===== src/rtl/sdd_pkg.sv =====
`default_nettype none
// ============================================================================
// sdd_pkg
// Types, constants and the microcode table shared by the serial day to date
// converter and its sequencer.
// ============================================================================
package sdd_pkg;

    // Calendar span covered by the converter.
    localparam logic [11:0] FIRST_YEAR    = 12'd1900;
    localparam logic [7:0]  LAST_YEAR_OFF = 8'd199;        // 2099 - 1900
    localparam logic [16:0] LAST_DAY      = 17'd73049;     // 2099-12-31
    localparam logic [3:0]  LAST_MONTH_IX = 4'd11;         // December, from 0
    localparam logic [8:0]  YEAR_DAYS     = 9'd365;
    localparam logic [8:0]  LEAP_DAYS     = 9'd366;

    // Step counter values, which are also the microcode addresses.
    typedef logic [1:0] t_step;
    localparam t_step STEP_IDLE  = 2'd0;
    localparam t_step STEP_YEAR  = 2'd1;
    localparam t_step STEP_MONTH = 2'd2;
    localparam t_step STEP_EMIT  = 2'd3;

    // Datapath operation selected by a control word.
    typedef enum logic [2:0] {
        OP_NOP,
        OP_LOAD,
        OP_YEAR,
        OP_MONTH,
        OP_EMIT
    } t_op;

    // Condition that decides the jump of a control word.
    typedef enum logic [1:0] {
        CC_ALWAYS,
        CC_START,
        CC_YEAR,
        CC_MONTH
    } t_cond;

    // One control word of the microprogram.
    typedef struct packed {
        t_op   op;
        t_cond cond;
        t_step jmp_true;
        t_step jmp_false;
        logic  busy;
    } t_uword;

    // Status flags reported by the datapath to the sequencer.
    typedef struct packed {
        logic year_more;
        logic month_more;
    } t_flags;

    // Controls driven by the sequencer into the datapath.
    typedef struct packed {
        t_op  op;
        logic en;
        logic busy;
    } t_ctrl;

    // The microprogram: load, strip whole years, strip months, present the word.
    function automatic t_uword ucode_rom(input t_step s);
        t_uword w;
        w = '{op: OP_NOP, cond: CC_ALWAYS, jmp_true: STEP_IDLE,
              jmp_false: STEP_IDLE, busy: 1'b0};
        case (s)
            STEP_IDLE: begin
                w = '{op: OP_LOAD, cond: CC_START, jmp_true: STEP_YEAR,
                      jmp_false: STEP_IDLE, busy: 1'b0};
            end
            STEP_YEAR: begin
                w = '{op: OP_YEAR, cond: CC_YEAR, jmp_true: STEP_YEAR,
                      jmp_false: STEP_MONTH, busy: 1'b1};
            end
            STEP_MONTH: begin
                w = '{op: OP_MONTH, cond: CC_MONTH, jmp_true: STEP_MONTH,
                      jmp_false: STEP_EMIT, busy: 1'b1};
            end
            STEP_EMIT: begin
                w = '{op: OP_EMIT, cond: CC_ALWAYS, jmp_true: STEP_IDLE,
                      jmp_false: STEP_IDLE, busy: 1'b1};
            end
            default: begin
                w = '{op: OP_NOP, cond: CC_ALWAYS, jmp_true: STEP_IDLE,
                      jmp_false: STEP_IDLE, busy: 1'b1};
            end
        endcase
        return w;
    endfunction

    // Length of a month, indexed from 0 for January.
    function automatic logic [4:0] month_len(input logic [3:0] m, input logic leap);
        logic [4:0] len;
        case (m)
            4'd1:                     len = leap ? 5'd29 : 5'd28;
            4'd3, 4'd5, 4'd8, 4'd10:  len = 5'd30;
            default:                  len = 5'd31;
        endcase
        return len;
    endfunction

endpackage
`default_nettype wire


===== src/rtl/sdd_seq.sv =====
`default_nettype none
// ============================================================================
// sdd_seq
// Microcode sequencer: a step counter addressing the control table, with a
// conditional jump chosen by the datapath flags or the start request.
// ============================================================================
module sdd_seq
    import sdd_pkg::*;
(
    input  wire logic   i_clk,
    input  wire logic   i_rst_n,
    input  wire logic   i_start,
    input  wire t_flags i_flags,
    output t_ctrl       o_ctrl
);

    t_step  r_step;
    t_step  n_step;
    t_uword w_word;
    logic   w_cond;

    // Fetch the control word and evaluate its condition.
    always_comb begin
        w_word = ucode_rom(r_step);
        case (w_word.cond)
            CC_ALWAYS: w_cond = 1'b1;
            CC_START:  w_cond = i_start;
            CC_YEAR:   w_cond = i_flags.year_more;
            CC_MONTH:  w_cond = i_flags.month_more;
            default:   w_cond = 1'b0;
        endcase
        n_step = w_cond ? w_word.jmp_true : w_word.jmp_false;
    end

    // Controls for the datapath.
    assign o_ctrl = '{op: w_word.op, en: w_cond, busy: w_word.busy};

    // Step counter.
    always_ff @(posedge i_clk) begin
        if (!i_rst_n) begin
            r_step <= STEP_IDLE;
        end else begin
            r_step <= n_step;
        end
    end

endmodule
`default_nettype wire


===== src/rtl/serial_day_to_date.sv =====
`default_nettype none
// ============================================================================
// serial_day_to_date
// Converts a serial day count (1 is 1900-01-01) into a Gregorian date,
// clamped to 1900-01-01 .. 2099-12-31, using a small microcoded sequencer.
// ============================================================================
// Y (0..199) is the number of whole years and M (0..11) the number of whole
// months taken off. The year and month steps each take off one year or one
// month per cycle. A new word is taken only while busy is low; busy is high
// until the result is out, and the receiver cannot stall it.
// Reset: synchronous, active low; clears the step counter and the strobe.
// ============================================================================
module serial_day_to_date
    import sdd_pkg::*;
(
    input  wire logic               i_clk,
    input  wire logic               i_rst_n,
    input  wire logic               start,
    input  wire logic signed [17:0] i_day_number,
    output logic                    busy,
    output logic                    o_valid,
    output logic [11:0]             o_year,
    output logic [3:0]              o_month,
    output logic [4:0]              o_day_of_month,
    output logic                    o_saturated
);

    t_ctrl      w_ctrl;
    t_flags     w_flags;

    logic [16:0] r_rem;
    logic [7:0]  r_yoff;
    logic [3:0]  r_moff;
    logic        r_sat;
    logic        r_valid;
    logic        w_leap;
    logic [8:0]  w_ylen;
    logic [4:0]  w_mlen;

    // Sequencer.
    sdd_seq u_seq (
        .i_clk   (i_clk),
        .i_rst_n (i_rst_n),
        .i_start (start),
        .i_flags (w_flags),
        .o_ctrl  (w_ctrl)
    );

    assign busy = w_ctrl.busy;

    // Leap rule over 1900..2099: a multiple of four, except 1900 itself.
    assign w_leap = (r_yoff[1:0] == 2'b00) && (r_yoff != 8'd0);
    assign w_ylen = w_leap ? LEAP_DAYS : YEAR_DAYS;
    assign w_mlen = month_len(r_moff, w_leap);

    // Flags telling the sequencer whether another year or month comes off.
    always_comb begin
        w_flags.year_more  = (r_rem > {8'd0, w_ylen}) && (r_yoff != LAST_YEAR_OFF);
        w_flags.month_more = (r_moff != LAST_MONTH_IX) && (r_rem > {12'd0, w_mlen});
    end

    // Working registers of the datapath.
    always_ff @(posedge i_clk) begin
        if (w_ctrl.en) begin
            case (w_ctrl.op)
                OP_LOAD: begin
                    r_yoff <= 8'd0;
                    r_moff <= 4'd0;
                    if (i_day_number < 18'sd1) begin
                        r_rem <= 17'd1;
                        r_sat <= 1'b1;
                    end else if (i_day_number > $signed({1'b0, LAST_DAY})) begin
                        r_rem <= LAST_DAY;
                        r_sat <= 1'b1;
                    end else begin
                        r_rem <= i_day_number[16:0];
                        r_sat <= 1'b0;
                    end
                end
                OP_YEAR: begin
                    r_rem  <= r_rem - {8'd0, w_ylen};
                    r_yoff <= r_yoff + 8'd1;
                end
                OP_MONTH: begin
                    r_rem  <= r_rem - {12'd0, w_mlen};
                    r_moff <= r_moff + 4'd1;
                end
                default: begin
                end
            endcase
        end
    end

    // Result registers.
    always_ff @(posedge i_clk) begin
        if (w_ctrl.op == OP_EMIT) begin
            o_year         <= FIRST_YEAR + {4'd0, r_yoff};
            o_month        <= r_moff + 4'd1;
            o_day_of_month <= r_rem[4:0];
            o_saturated    <= r_sat;
        end
    end

    // Result strobe.
    always_ff @(posedge i_clk) begin
        if (!i_rst_n) begin
            r_valid <= 1'b0;
        end else begin
            r_valid <= (w_ctrl.op == OP_EMIT);
        end
    end

    assign o_valid = r_valid;

    // An accepted word makes the block busy on the next cycle.
    a_accept_busy : assert property (@(posedge i_clk) disable iff (!i_rst_n)
        (start && !busy) |=> busy)
        else $error("accepted word did not raise busy");

    // The remaining day count never reaches zero while converting.
    a_rem_nonzero : assert property (@(posedge i_clk) disable iff (!i_rst_n)
        busy |-> (r_rem != 17'd0))
        else $error("remaining day count reached zero");

    // Every result is a real calendar position.
    a_result_range : assert property (@(posedge i_clk) disable iff (!i_rst_n)
        o_valid |-> (o_month != 4'd0 && o_month <= 4'd12 && o_day_of_month != 5'd0
                     && o_year >= 12'd1900 && o_year <= 12'd2099))
        else $error("result date out of range");

    // The strobe follows only the emit step, which is busy.
    a_strobe_after_busy : assert property (@(posedge i_clk) disable iff (!i_rst_n)
        $rose(o_valid) |-> $past(busy))
        else $error("result strobe without a conversion");

endmodule
`default_nettype wire

===== config.mk =====
export PLATFORM = sky130hd
export DESIGN_NAME = serial_day_to_date
export DESIGN_NICKNAME = d
export VERILOG_FILES = /design/src/rtl/sdd_pkg.sv /design/src/rtl/sdd_seq.sv /design/src/rtl/serial_day_to_date.sv
export SDC_FILE = /design/constraint.sdc
export NUM_CORES = 1
export LEC_CHECK = 0
export BUFFER_PORTS_ARGS = -buffer_cell sky130_fd_sc_hd__buf_2
export CORE_MARGIN = 1
export CORE_UTILIZATION = 30
export CTS_BUF_LIST = sky130_fd_sc_hd__clkbuf_8
export CTS_CLUSTER_DIAMETER = 200
export DETAILED_ROUTE_END_ITERATION = 8
export PLACE_DENSITY_LB_ADDON = 0.08
export SLEW_MARGIN = 20
export SYNTH_ARGS = -nofsm -noshare
export SYNTH_HDL_FRONTEND = slang
export SYNTH_SLANG_ARGS = --single-unit

===== constraint.sdc =====
create_clock -name i_clk -period 8.59 [get_ports i_clk]
set_input_delay 1.2885 -clock i_clk [delete_from_list [all_inputs] [get_ports i_clk]]
set_output_delay 1.2885 -clock i_clk [all_outputs]
set_load 0.005 [all_outputs]

After elaboration in Yosys (flattened, before gate mapping)
Index checks and enable logic that the tools add are counted.
W data, S select, Z words.
- reduce and logical (&&, ||, !) cells: 15
- magnitude comparators: 4
- equality and inequality tests: 17
- multiplexer cells: 12
- $add $sub $neg: 5
- operator list (kind ; number):
    $pmux W17 S3 ; 1
    $pmux W10 S4 ; 1
    $mux W17 ; 2
    $gt A18 B18 Y1 const B ; 1
    $lt A18 B2 Y1 const B ; 1
    $gt A17 B5 Y1 ; 1
    $gt A17 B9 Y1 ; 1
    $sub A17 B5 Y17 ; 1
    $sub A17 B9 Y17 ; 1
    $pmux W8 S2 ; 1
    $add A11 B8 Y12 const A ; 1
    $add A8 B1 Y8 const B ; 1
    $eq A2 B2 Y1 const B ; 4
    $eq A4 B4 Y1 const B ; 2
    $ne A8 B8 Y1 const B ; 1
    $pmux W4 S2 ; 1
    $reduce_and A2 Y1 ; 4
    $reduce_bool A8 Y1 ; 1
    $eq A3 B2 Y1 const B ; 2
    $logic_not A2 Y1 ; 3
    $add A4 B1 Y4 const B ; 1
    $eq A2 B1 Y1 const B ; 2
    $eq A4 B1 Y1 const B ; 1
    $eq A4 B2 Y1 const B ; 1
    12 further kinds ; 17
- input port bits: 21
- output and inout port bits: 24
- word-level logic and storage cells: 63
- register bits: 55

Longest topological paths before layout
Gate-level depths: netlist of run 1.
- depth in word-level cells: 8
- depth in mapped cells: 15
- mapped depth without buffers: 15

By module
A second synthesis of run 1 with hierarchy kept.
- cell total of the unflattened synthesis: 331
- area total of the unflattened synthesis: 3454.6 um^2
- by module, submodules not included (module ; sequential area each (um^2) ; instances ; cells each ; area each (um^2)):
    serial_day_to_date ; 1581.5 ; 1 ; 309 ; 3245.6
    sdd_seq ; 40.0 ; 1 ; 22 ; 209.0

Least setup slack after synthesis of run 1
OpenSTA, ideal clock, no wires.
- path kind: flip-flop to flip-flop
- start point: register r_yoff[2]
- end point: register r_rem[0], enable pin
- data arrival time: 2969 ps
- setup time: 391 ps
- setup slack: 5231 ps
- clock period less this slack: 3359 ps
- required time: 8199 ps
- cell stages (with the launch flop): 15
- path buffers: 1
- cells stage by stage: edfxtp_1 inv_1 ha_1 nand3_1 nand2_1 nor2_1 o31a_1 ha_1 nor2b_1 o211ai_1 a21oi_1 o21ai_1 and3_1 buf_4 nor2_1
- cells in the longest elaborated chain, start to end: 8
- elaborated cells on any way between the ends: 12
- classes of those cells: order compare: 2; eq/ne: 1; mux: 4; reduce/logical: 5
- RTL lines (what ; line ; RTL):
    from (decl) ; serial_day_to_date.sv:32 ; logic [7:0] r_yoff;
    from (signal assigned) ; serial_day_to_date.sv:82 ; r_yoff <= r_yoff + 8'd1;
    $reduce_bool A8 Y1 ; serial_day_to_date.sv:52 ; assign w_leap = (r_yoff[1:0] == 2'b00) && (r_yoff != 8'd0);
    $logic_and A1 B1 Y1 ; serial_day_to_date.sv:52 ;
    $mux W1 ; sdd_pkg.sv:97 ; 4'd1: len = leap ? 5'd29 : 5'd28;
    $pmux W2 S2 ; sdd_pkg.sv:96 ; case (m)
    $gt A17 B5 Y1 ; serial_day_to_date.sv:59 ; w_flags.month_more = (r_moff != LAST_MONTH_IX) && (r_rem > {12'd0, w_mlen});
    $logic_and A1 B1 Y1 ; serial_day_to_date.sv:59 ;
    $pmux W1 S4 (*) ; sdd_seq.sv:25 ; case (w_word.cond)
    $reduce_and A2 Y1 (no source line) (*) ; - ;
    to (signal assigned) ; serial_day_to_date.sv:76 ; r_rem <= i_day_number[16:0];
    to (signal assigned) ; serial_day_to_date.sv:81 ; r_rem <= r_rem - {8'd0, w_ylen};
    to (signal assigned) ; serial_day_to_date.sv:85 ; r_rem <= r_rem - {12'd0, w_mlen};
    to (decl) ; serial_day_to_date.sv:31 ; logic [16:0] r_rem;
Every way passes the cells marked *; elsewhere a longest branch is shown, timed or not.
A chain may end at the register's enable or synchronous reset.

Final worst setup path of run 1
- start point: register r_yoff[2]
- end point: register r_rem[16], enable pin
Same word-level chain as after synthesis.

==> summary.md, run 1 <==
| Metric | Value |
|---|---|
| Status | `complete, no violations` |
| Post-layout nets | `434` |
| FF+latch count, synth | `55` |
| Worst path max stage delay | `0.70 ns` |
| Tmin final | `3.61 ns` |
| Syn_area_per_cell | `9.81 um^2` |
| Detailed Route Iter0 Violations | `158` |
| Final period util | `42.0%` |
| Total Negative Setup Slacks | `0 ns` |
| Synth unique cells | `59` |
| Yosys top cell by area | `edfxtp_1` |
| Slowest stage cell, crit path | `nor2_2` |
| Post-Synth Simple-Gate Area | `19.1%` |
| Router iterations before antenna repair | `5` |
| Post-CTS Setup Bufs | `0` |
| Hold slack | `0.436 ns` |
| Setup violators final | `0` |
| Max FO, Critical Path | `17` |
| Mux share of post-synthesis cell area | `1.19%` |
| Port Buf Inserts | `44` |
| Fin. Hold Viols | `0` |
| Gate Count Post-Synth | `355` |
| CP cell instances | `inv_1 -> ha_1 -> nand3_1 -> nand2_1 -> nor2_1 -> o31a_1 -> ha_1 -> nor2b_1 -> o211ai_1 -> a21oi_1 -> o21ai_1 -> and3_1 -> nor2_2` |
| Hold bufs inserted after CTS | `0` |
| Seq/Total Area, Yosys | `46.6%` |
| Synth Area in XOR/XNOR | `4.78%` |
| Max clock buf depth | `2` |
| Antenna violations before repair | `0` |
| P_leak | `1.50 nW` |
| Most frequent cell on the critical path | `ha_1` |
| RSZ-0062 raised after global routing | `no` |
| Fmax | `277 MHz` |
| Die Wd | `110 um` |
| Starting Density | `31.4%` |
| Vias | `2750` |
| CP Capture Type | `register` |
| Core area | `11100 um^2` |
| Post-Syn Nets | `397` |
| Routed wire length | `8300 um` |
| PostCTS Resize Cnt | `0` |
| Largest family of logic cells by synthesized area | `simple AND/OR/NAND/NOR gates` |
| Synth top area share | `44.8%` |
| Total power | `1.38 mW` |
| Vias in the first global route | `2640` |
| PwrDens | `350 nW/um^2` |
| Pin count of the biggest net entering global routing | `25` |
| Worst slew pin tran | `0.955 ns` |
| Worst EP required | `8.54 ns` |
| CTS Buf Count | `5` |
| Fin area | `3940 um^2` |
| Slew HR | `35.9%` |
| Clk root buf | `clkbuf_8` |
| Commonest cells after routing, fill and taps aside | `52 x edfxtp_1, 44 x buf_2, 40 x nand2_1` |
| CP Launch Type | `register` |
| Grt ovf | `0` |
| Clk_lat worst skew | `0.32 ns` |
| HPWL Detailed | `6420 um` |
| Clock Skew | `0.0102 ns` |
| Routed Antenna Nets | `0` |
| I/O pin count | `45` |
| Area growth syn-to-layout | `13.0%` |
| CTS H-Tree Depth | `2` |
| Fraction of registers with async set/reset | `0%` |
| Max cap viols | `0` |
| Area contributors post-synth | `edfxtp_1 45%, ha_1 6.8%, nand2_1 4.3%` |
| Ant diodes | `0` |
| Final Max Tran Viols | `0` |
| Most common cell after layout, fill and taps aside | `edfxtp_1` |
| Synth Area in Adders | `7.97%` |
| Num rows | `38` |
| Synthesized area | `3480 um^2` |
| Via density | `5.16` |
| First-pass GRT wire length | `13600 um` |
| Hold Crit Class | `register to register` |
| Predominant post-synthesis flop cell | `edfxtp_1` |
| Die area | `12000 um^2` |
| Placement Cell Area | `3820 um^2` |
| EDFF count, synth | `52` |
| Gp weighted congestion | `0.813` |
| R2R Setup Slk | `4.98 ns` |
| CTS tree | `yes` |
| Number of remaining DRC errors | `0` |
| Share of layout cells above drive strength 1 | `16.0%` |
| Compound-Gate Fraction of Synth Area | `15.8%` |
| Reg clk slew, reported paths | `0.09 ns` |
| GRT Util Overall | `14.9%` |
| Crit path arrival time | `3.56 ns` |
| VDD IR-drop max | `0.137 mV` |
| YS warnings | `0` |
| Critical path type | `register to register` |
| Die H | `110 um` |
| Routed WL per cell | `15.6 um` |
| CTS Sinks | `55` |
## area by class of cell
| cell class | instances | area (um^2) |
|---|---|---|
| Clock buffer | 5 | 68.8 |
| Inverter | 25 | 93.8 |
| Clock inverter | 3 | 42.5 |
| Timing Repair Buffer | 45 | 228 |
| Multi-Input combinational cell | 260 | 1710 |
| Fill cell | 1143 | 7140 |
| Tap cell | 140 | 175 |
| Sequential cell | 55 | 1620 |
## critical path, delay by kind of cell (launching register included)
kind                     cells  cell delay, ns
adder cells (fa/ha/maj)      2            0.37
flip-flops                   1            0.47
AND/OR/NAND/NOR              6            1.44
buffers and inverters        1            0.18
AO/OA/AOI/OAI                4            0.79
## where the power goes
part,internal (mW),switching [mW]
Combinational,0.237,0.395
Sequential,0.454,0.117
Clock,0.0870,0.0870
Total,0.778,0.598
## registers in the layout, indices dropped and copies added (netlist names)
signal and count:
o_day_of_month 5, u_seq.r_step 2, o_saturated 1, o_month 4
r_sat 1, o_year 12, r_yoff 8, r_moff 4
r_rem 17, o_valid 1
## logic make-up (layout without fill, tap and decap cells)
| logic type | Yosys count | after routing |
|---|---|---|
| fa+ha+maj | 21 | 21 |
| flops | 55 | 55 |
| buf+inv | 40 | 78 |
| xor+xnor | 19 | 19 |
| mux | 4 | 4 |
| simple gates | 131 | 131 |
| compound gates | 85 | 85 |
## worst paths after layout
| path | startpoint | to | depth (start not counted) |
|---|---|---|---|
| worst max-delay path | r_yoff[2] | r_rem[16] | 13 |
| worst min-delay path | r_sat | o_saturated | 0 |
| worst max register to register | r_yoff[2] | r_rem[16] | 13 |
| worst min register to register | r_sat | o_saturated | 0 |
## synth_stat cells, types with 4 or more instances
cell	n
edfxtp_1	52
nand2_1	40
nor2_1	32
o21ai_0	29
inv_1	25
ha_1	19
a21oi_1	15
nand3_1	12
xor2_1	11
clkbuf_1	10
xnor2_1	8
nor4_1	7
and2_1	6
a22oi_1	5
nor3_1	5
a22o_1	4
nand2b_1	4
nand4_1	4
nor2b_1	4
o211ai_1	4
o22ai_1	4
## through the flow
| stage | setup WS, ns | utilization, % | instances |
|---|---|---|---|
| finish | 4.98 | 35.5 | 533 |
| global route | 4.59 | 35.5 | 533 |
| CTS | 4.94 | 35.5 | 533 |
| detailed placement | 4.96 | 34.5 | 525 |
| global placement | 5.06 | 34.5 | 525 |
| floorplan | 5.23 | - | 355 |
## layer usage
metal | global-route usage (%) | wire length (um) | share of wire [%] | vias up
li1 | - | - | - | 1364
met1 | 20.7 | 4130 | 50 | 1315
met2 | 23.6 | 3750 | 45 | 65
met3 | 2.55 | 328 | 4.0 | 6
met4 | 4.29 | 97 | 1.2 | 0
met5 | 0 | 0 | 0 | -
(Power assumes the default switching activity.)
==> inputs of run 2 (changes only) <==
==> constraint.sdc (replaced) <==
create_clock -name i_clk -period 3.3 [get_ports i_clk]
set_input_delay 0.495 -clock i_clk [delete_from_list [all_inputs] [get_ports i_clk]]
set_output_delay 0.495 -clock i_clk [all_outputs]
set_load 0.005 [all_outputs]
==> run 2 against run 1 <==
Effect of this change:
- final area rose by 5.5%
- global-route usage rose by 0.78 points
- sequential share of layout area fell by 2.2 points
- critical path depth rose by 2
- core utilization rose by 2.0 points
- non-clock buffer count rose by 27
- critical path type unchanged
- register-to-register slack got worse by 4.7 ns
==> summary.md, run 2 (synthesized netlist as in run 1, its figures left out) <==
| Metric | Value |
|---|---|
| Status | `complete, no violations` |
| Inst Count DP | `552 (+5.1%)` |
| Total Negative Setup Slacks | `0 ns (unchanged)` |
| PwrDens | `935 nW/um^2 (+170%)` |
| Placement Cell Area | `4030 um^2 (+5.3%)` |
| Die Wd | `110 um (unchanged)` |
| Number of remaining DRC errors | `0 (unchanged)` |
| Critical path type | `register to register` |
| CTS Buf Count | `5 (unchanged)` |
| Max clock buf depth | `2 (unchanged)` |
| Gp weighted congestion | `0.787 (-3.2%)` |
| CTS H-Tree Depth | `2 (unchanged)` |
| R2R Setup Slk | `0.29 ns (-4.69 ns)` |
| Most frequent cell on the critical path | `inv_1` |
| Detailed Route Iter0 Violations | `156 (-1.3%)` |
| Ant diodes | `0 (unchanged)` |
| Area growth syn-to-layout | `19.3%` |
| Grt ovf | `0 (unchanged)` |
| Pin count of the biggest net entering global routing | `25 (unchanged)` |
| Worst slew pin tran | `0.799 ns (-0.156 ns)` |
| Largest regs | `r_rem x17, o_year x12, r_yoff x8` |
| Hold bufs inserted after CTS | `0 (unchanged)` |
| VDD IR-drop max | `0.328 mV (+140%)` |
| Clk_lat worst skew | `0.32 ns (about the same)` |
| CTS tree | `yes` |
| Routed wire length | `8800 um (+6.0%)` |
| Final period util | `91.2% (+49 points)` |
| I/O pin count | `45 (unchanged)` |
| First-pass GRT wire length | `14300 um (+4.8%)` |
| CTS Sinks | `55 (unchanged)` |
| Total power | `3.88 mW (+180%)` |
| Hold slack | `0.429 ns (-0.00782 ns)` |
| Starting Density | `31.4% (unchanged)` |
| Hold Crit Class | `register to register` |
| Finished Layout Cells | `560 (+5.1%)` |
| Most common cell after layout, fill and taps aside | `edfxtp_1` |
| Core area | `11100 um^2 (unchanged)` |
| Max FO, Critical Path | `4 (-13)` |
| Tmin final | `3.01 ns (-0.602 ns)` |
| Share of layout cells above drive strength 1 | `22.1% (+6.1 points)` |
| Worst hold endpoint | `o_saturated` |
| Final Max Tran Viols | `0 (unchanged)` |
| R2r worst-path depth | `15 (+2)` |
| Die area | `12000 um^2 (unchanged)` |
| R2R Path Start | `r_moff[1]` |
| Routed Antenna Nets | `0 (unchanged)` |
| Clock Skew | `0.00581 ns (-0.00442 ns)` |
| Antenna violations before repair | `0 (unchanged)` |
| Num rows | `38 (unchanged)` |
| Reg-to-Reg End | `r_rem[10]` |
| Vias in the first global route | `2758 (+4.5%)` |
| Worst path max stage delay | `0.45 ns (-0.25 ns)` |
| Routed WL per cell | `15.7 um (+0.94%)` |
| Fmax | `332 MHz (+20%)` |
| Largest reg by FF count | `r_rem` |
| HPWL Detailed | `6770 um (+5.4%)` |
| Fin area | `4150 um^2 (+5.5%)` |
| Port Buf Inserts | `44 (unchanged)` |
| Reg clk slew, reported paths | `0.11 ns (+0.02 ns)` |
| RSZ-0062 raised after global routing | `no` |
| Router iterations before antenna repair | `4 (-1)` |
| Hold path cells | `0 (unchanged)` |
| PostCTS Resize Cnt | `0 (unchanged)` |
| Crit path arrival time | `3.08 ns (-0.48 ns)` |
| Slowest stage cell, crit path | `edfxtp_1` |
| Vias | `2882 (+4.8%)` |
| Clk root buf | `clkbuf_8` |
| CP cell instances | `inv_1 -> ha_1 -> inv_1 -> a21oi_1 -> a211o_1 -> o31a_1 -> ha_1 -> inv_1 -> fa_1 -> nand4_1 -> nand3b_1 -> nor2_2 -> o22ai_1 -> o21ai_0 -> nand3_1` |
| Via density | `5.15 (-0.25%)` |
| CP Launch Type | `register` |
| Post-CTS Setup Bufs | `0 (unchanged)` |
| Fin. Hold Viols | `0 (unchanged)` |
| CP Capture Type | `register` |
| Worst hold start | `r_sat` |
| Max cap viols | `0 (unchanged)` |
| Die H | `110 um (unchanged)` |
| GRT Util Overall | `15.7% (+0.78 points)` |
| Post-layout nets | `461 (+6.2%)` |
| Commonest cells after routing, fill and taps aside | `52 x edfxtp_1, 44 x buf_2, 40 x nand2_1` |
| Worst EP required | `3.38 ns (-5.16 ns)` |
| P_leak | `1.62 nW (+8.6%)` |
| Slew HR | `46.3% (+10 points)` |
| Setup violators final | `0 (unchanged)` |
| Max reg flops | `17 (unchanged)` |
==> run 2: cell count changes in the layout (fill, tap and decap cells not counted) <==
cell / change
nor2_4: +1
nor2_1: -1
inv_1: -1
clkinvlp_4: +1
a21oi_2: +1
buf_4: +27
a21oi_1: -1
==> run 2: final cells by class <==
type	instances	area, um^2
inverters	25	93.8
repair buffers	72	430
well taps	140	175
flip-flops and latches	55	1620
multi-input cells	260	1720
clock inverters	3	46.3
fillers	1140	6920
clock buffers	5	68.8
==> run 2: report_power, final <==
group	internal (mW)	total, mW	switching [mW]
combinational	0.819	1.98	1.16
clock	0.229	0.477	0.248
sequential	1.18	1.43	0.255
total	2.22	3.88	1.66
==> run 2: routing by layer <==
layer	track usage, %	part of all wire (%)
met1	21.9	49
met2	24.9	46
met3	2.25	4.0
met4	4.76	1.2
met5	0	0
==> run 2: metrics by stage <==
step                util, %  setup WS (ns)
floorplan                 -          0.225
global placement       36.4         0.0987
detailed placement     36.4         0.0450
CTS                    37.4         0.0143
global route           37.5         0.0254
finish                 37.5          0.291
==> run 2: worst max-delay path by stage <==
stage                         start  slack, ns  cells past startpoint        end
after floorplan           r_yoff[2]       0.22                     14   r_rem[0]
after global placement    r_yoff[1]        0.1                     11   r_rem[2]
after detailed placement  r_moff[0]       0.04                     12   r_rem[2]
after CTS                 r_moff[0]       0.01                     12  r_rem[14]
after global routing      r_moff[0]       0.03                     12   r_rem[6]
final                     r_moff[1]       0.29                     15  r_rem[10]
==> run 2: critical path, delay by kind of cell (launching register included) <==
| family | cells | cell delay [ns] |
|---|---|---|
| and+or+nand+nor | 4 | 0.60 |
| AOI/OAI and AO/OA | 5 | 0.75 |
| DFF | 1 | 0.45 |
| adders and majority gates | 3 | 0.75 |
| buffers and inverters | 3 | 0.24 |
==> inputs of run 3 (changes only) <==
--- a/config.mk
+++ b/config.mk
@@ -12,6 +12,7 @@
 export CTS_CLUSTER_DIAMETER = 200
 export DETAILED_ROUTE_END_ITERATION = 8
 export PLACE_DENSITY_LB_ADDON = 0.08
+export RECOVER_POWER = 50
 export SLEW_MARGIN = 20
 export SYNTH_ARGS = -nofsm -noshare
 export SYNTH_HDL_FRONTEND = slang
==> run 3 against run 2 <==
Effect of this change:
- total power is 0.43% lower
- worst hold slack gained 0.0012 ns
- sequential power about the same
- cell count is the same
- sequential share of layout area rose by 0.32 points
- clock skew is essentially flat
- core utilization down 0.31 points
- wire length increased by 0.55%
- critical path type unchanged
- critical endpoint is now r_yoff[0]
==> summary.md, run 3 (synthesized netlist as in run 1, its figures left out) <==
| Metric | Value |
|---|---|
| Routed WL per cell | `15.8 um (+0.55%)` |
| Clk root buf | `clkbuf_8` |
| Num rows | `38 (unchanged)` |
| Share of layout cells above drive strength 1 | `18.6% (-3.6 points)` |
| Worst EP required | `3.27 ns (-0.11 ns)` |
| CTS H-Tree Depth | `2 (unchanged)` |
| Area growth syn-to-layout | `18.3%` |
| Critical path type | `register to register` |
| RSZ-0062 raised after global routing | `no` |
| CP Launch Type | `register` |
| Ant diodes | `0 (unchanged)` |
| P_leak | `1.57 nW (-3.1%)` |
| Detailed Route Iter0 Violations | `139 (-11%)` |
| Max clock buf depth | `2 (unchanged)` |
| Grt ovf | `0 (unchanged)` |
| Final Max Tran Viols | `0 (unchanged)` |
| Fin. Hold Viols | `0 (unchanged)` |
| Routed Antenna Nets | `0 (unchanged)` |
| Vias in the first global route | `2758 (unchanged)` |
| PwrDens | `938 nW/um^2 (+0.38%)` |
| Gp weighted congestion | `0.787 (unchanged)` |
| Pin count of the biggest net entering global routing | `25 (unchanged)` |
| Vias | `2874 (-0.28%)` |
| Fmax | `332 MHz (about the same)` |
| Setup violators final | `0 (unchanged)` |
| HPWL Detailed | `6770 um (unchanged)` |
| Router iterations before antenna repair | `4 (unchanged)` |
| PostCTS Resize Cnt | `0 (unchanged)` |
| Status | `complete, no violations` |
| Via density | `5.13 (-0.28%)` |
| I/O pin count | `45 (unchanged)` |
| Starting Density | `31.4% (unchanged)` |
| Hold bufs inserted after CTS | `0 (unchanged)` |
| Largest reg by FF count | `r_rem` |
| Tmin final | `3.01 ns (+0.00272 ns)` |
| Clk_lat worst skew | `0.32 ns (about the same)` |
| Die Wd | `110 um (unchanged)` |
| CP Capture Type | `register` |
| Slew HR | `2.69% (-44 points)` |
| Hold Crit Class | `register to register` |
| Commonest cells after routing, fill and taps aside | `52 x edfxtp_1, 40 x nand2_1, 35 x buf_2` |
| Fin area | `4120 um^2 (-0.81%)` |
| Clock Skew | `0.00577 ns (-0.0000412 ns)` |
| Post-CTS Setup Bufs | `0 (unchanged)` |
| Post-layout nets | `461 (unchanged)` |
| CTS Buf Count | `5 (unchanged)` |
| First-pass GRT wire length | `14300 um (unchanged)` |
| Most common cell after layout, fill and taps aside | `edfxtp_1` |
| VDD IR-drop max | `0.331 mV (+1.1%)` |
| Total Negative Setup Slacks | `0 ns (unchanged)` |
| Core area | `11100 um^2 (unchanged)` |
| Routed wire length | `8850 um (+0.55%)` |
| Largest regs | `r_rem x17, o_year x12, r_yoff x8` |
| Number of remaining DRC errors | `0 (unchanged)` |
| Die area | `12000 um^2 (unchanged)` |
| Max FO, Critical Path | `8 (+4)` |
| Port Buf Inserts | `44 (unchanged)` |
| Worst slew pin tran | `1.46 ns (+0.661 ns)` |
| # fillers | `1148 (+0.70%)` |
| GRT Util Overall | `15.7% (unchanged)` |
| Antenna violations before repair | `0 (unchanged)` |
| CTS Sinks | `55 (unchanged)` |
| Reg clk slew, reported paths | `0.11 ns (about the same)` |
| Crit path arrival time | `2.98 ns (-0.10 ns)` |
| CTS tree | `yes` |
| Final period util | `91.3% (about the same)` |
| Placement Cell Area | `4030 um^2 (unchanged)` |
| Max cap viols | `0 (unchanged)` |
| Max reg flops | `17 (unchanged)` |
| Die H | `110 um (unchanged)` |
-- run 3: path summary, 6_finish.rpt --
kind	startpoint	cells after the start	slack [ns]	end
max reg2reg	r_moff[0]	12	0.29	r_yoff[0]
min reg2reg	r_sat	0	0.43	o_saturated
max	r_moff[0]	12	0.29	r_yoff[0]
min	r_sat	0	0.43	o_saturated
-- run 3: cell type report --
class	count	area, um^2	share of cell area (%)
Clock buffer	5	68.8	1.67
Multi-Input combinational cell	260	1720	41.7
Clock inverter	3	46.3	1.12
Sequential cell	55	1620	39.4
Timing Repair Buffer	72	397	9.63
Inverter	25	93.8	2.28
Tap cell	140	175	4.25
-- run 3: worst max-delay path, stage by stage (launching register included) --
cell      delay, ns
edfxtp_1       0.48
ha_1           0.24
inv_1          0.09
a21oi_1        0.07
a211o_1        0.27
o31a_1         0.12
ha_1           0.20
nor2b_1        0.16
o211ai_1       0.13
a21oi_1        0.15
o21ai_1        0.08
and3_1         0.22
a21oi_2        0.45
-- run 3: per-stage QoR --
stage                     util, %  instances  power, mW  hold slack (ns)  setup WS (ns)
after floorplan                 -        355       2.67            0.400          0.225
after global placement       36.4        552       3.41            0.413         0.0987
after detailed placement     36.4        552       3.42            0.405         0.0450
after CTS                    37.4        560       3.91            0.431         0.0143
after global routing         37.2        560       4.20            0.429         0.0247
final                        37.2        560       3.87            0.430          0.288
-- run 3: power breakdown --
group          switching, mW  leakage, nW  internal (mW)  total, mW
Combinational           1.16        0.993          0.793       1.96
Clock                  0.248       0.0548          0.229      0.477
Sequential             0.257        0.527           1.18       1.43
-- run 3: layer usage --
| layer | vias to the layer above | GRT usage, % | share of wire (%) |
|---|---|---|---|
| met5 | - | 0 | 0 |
| met4 | 0 | 4.76 | 1.0 |
| met3 | 5 | 2.25 | 4.1 |
| met2 | 67 | 24.9 | 45 |
| met1 | 1386 | 21.9 | 49 |
| li1 | 1416 | - | - |
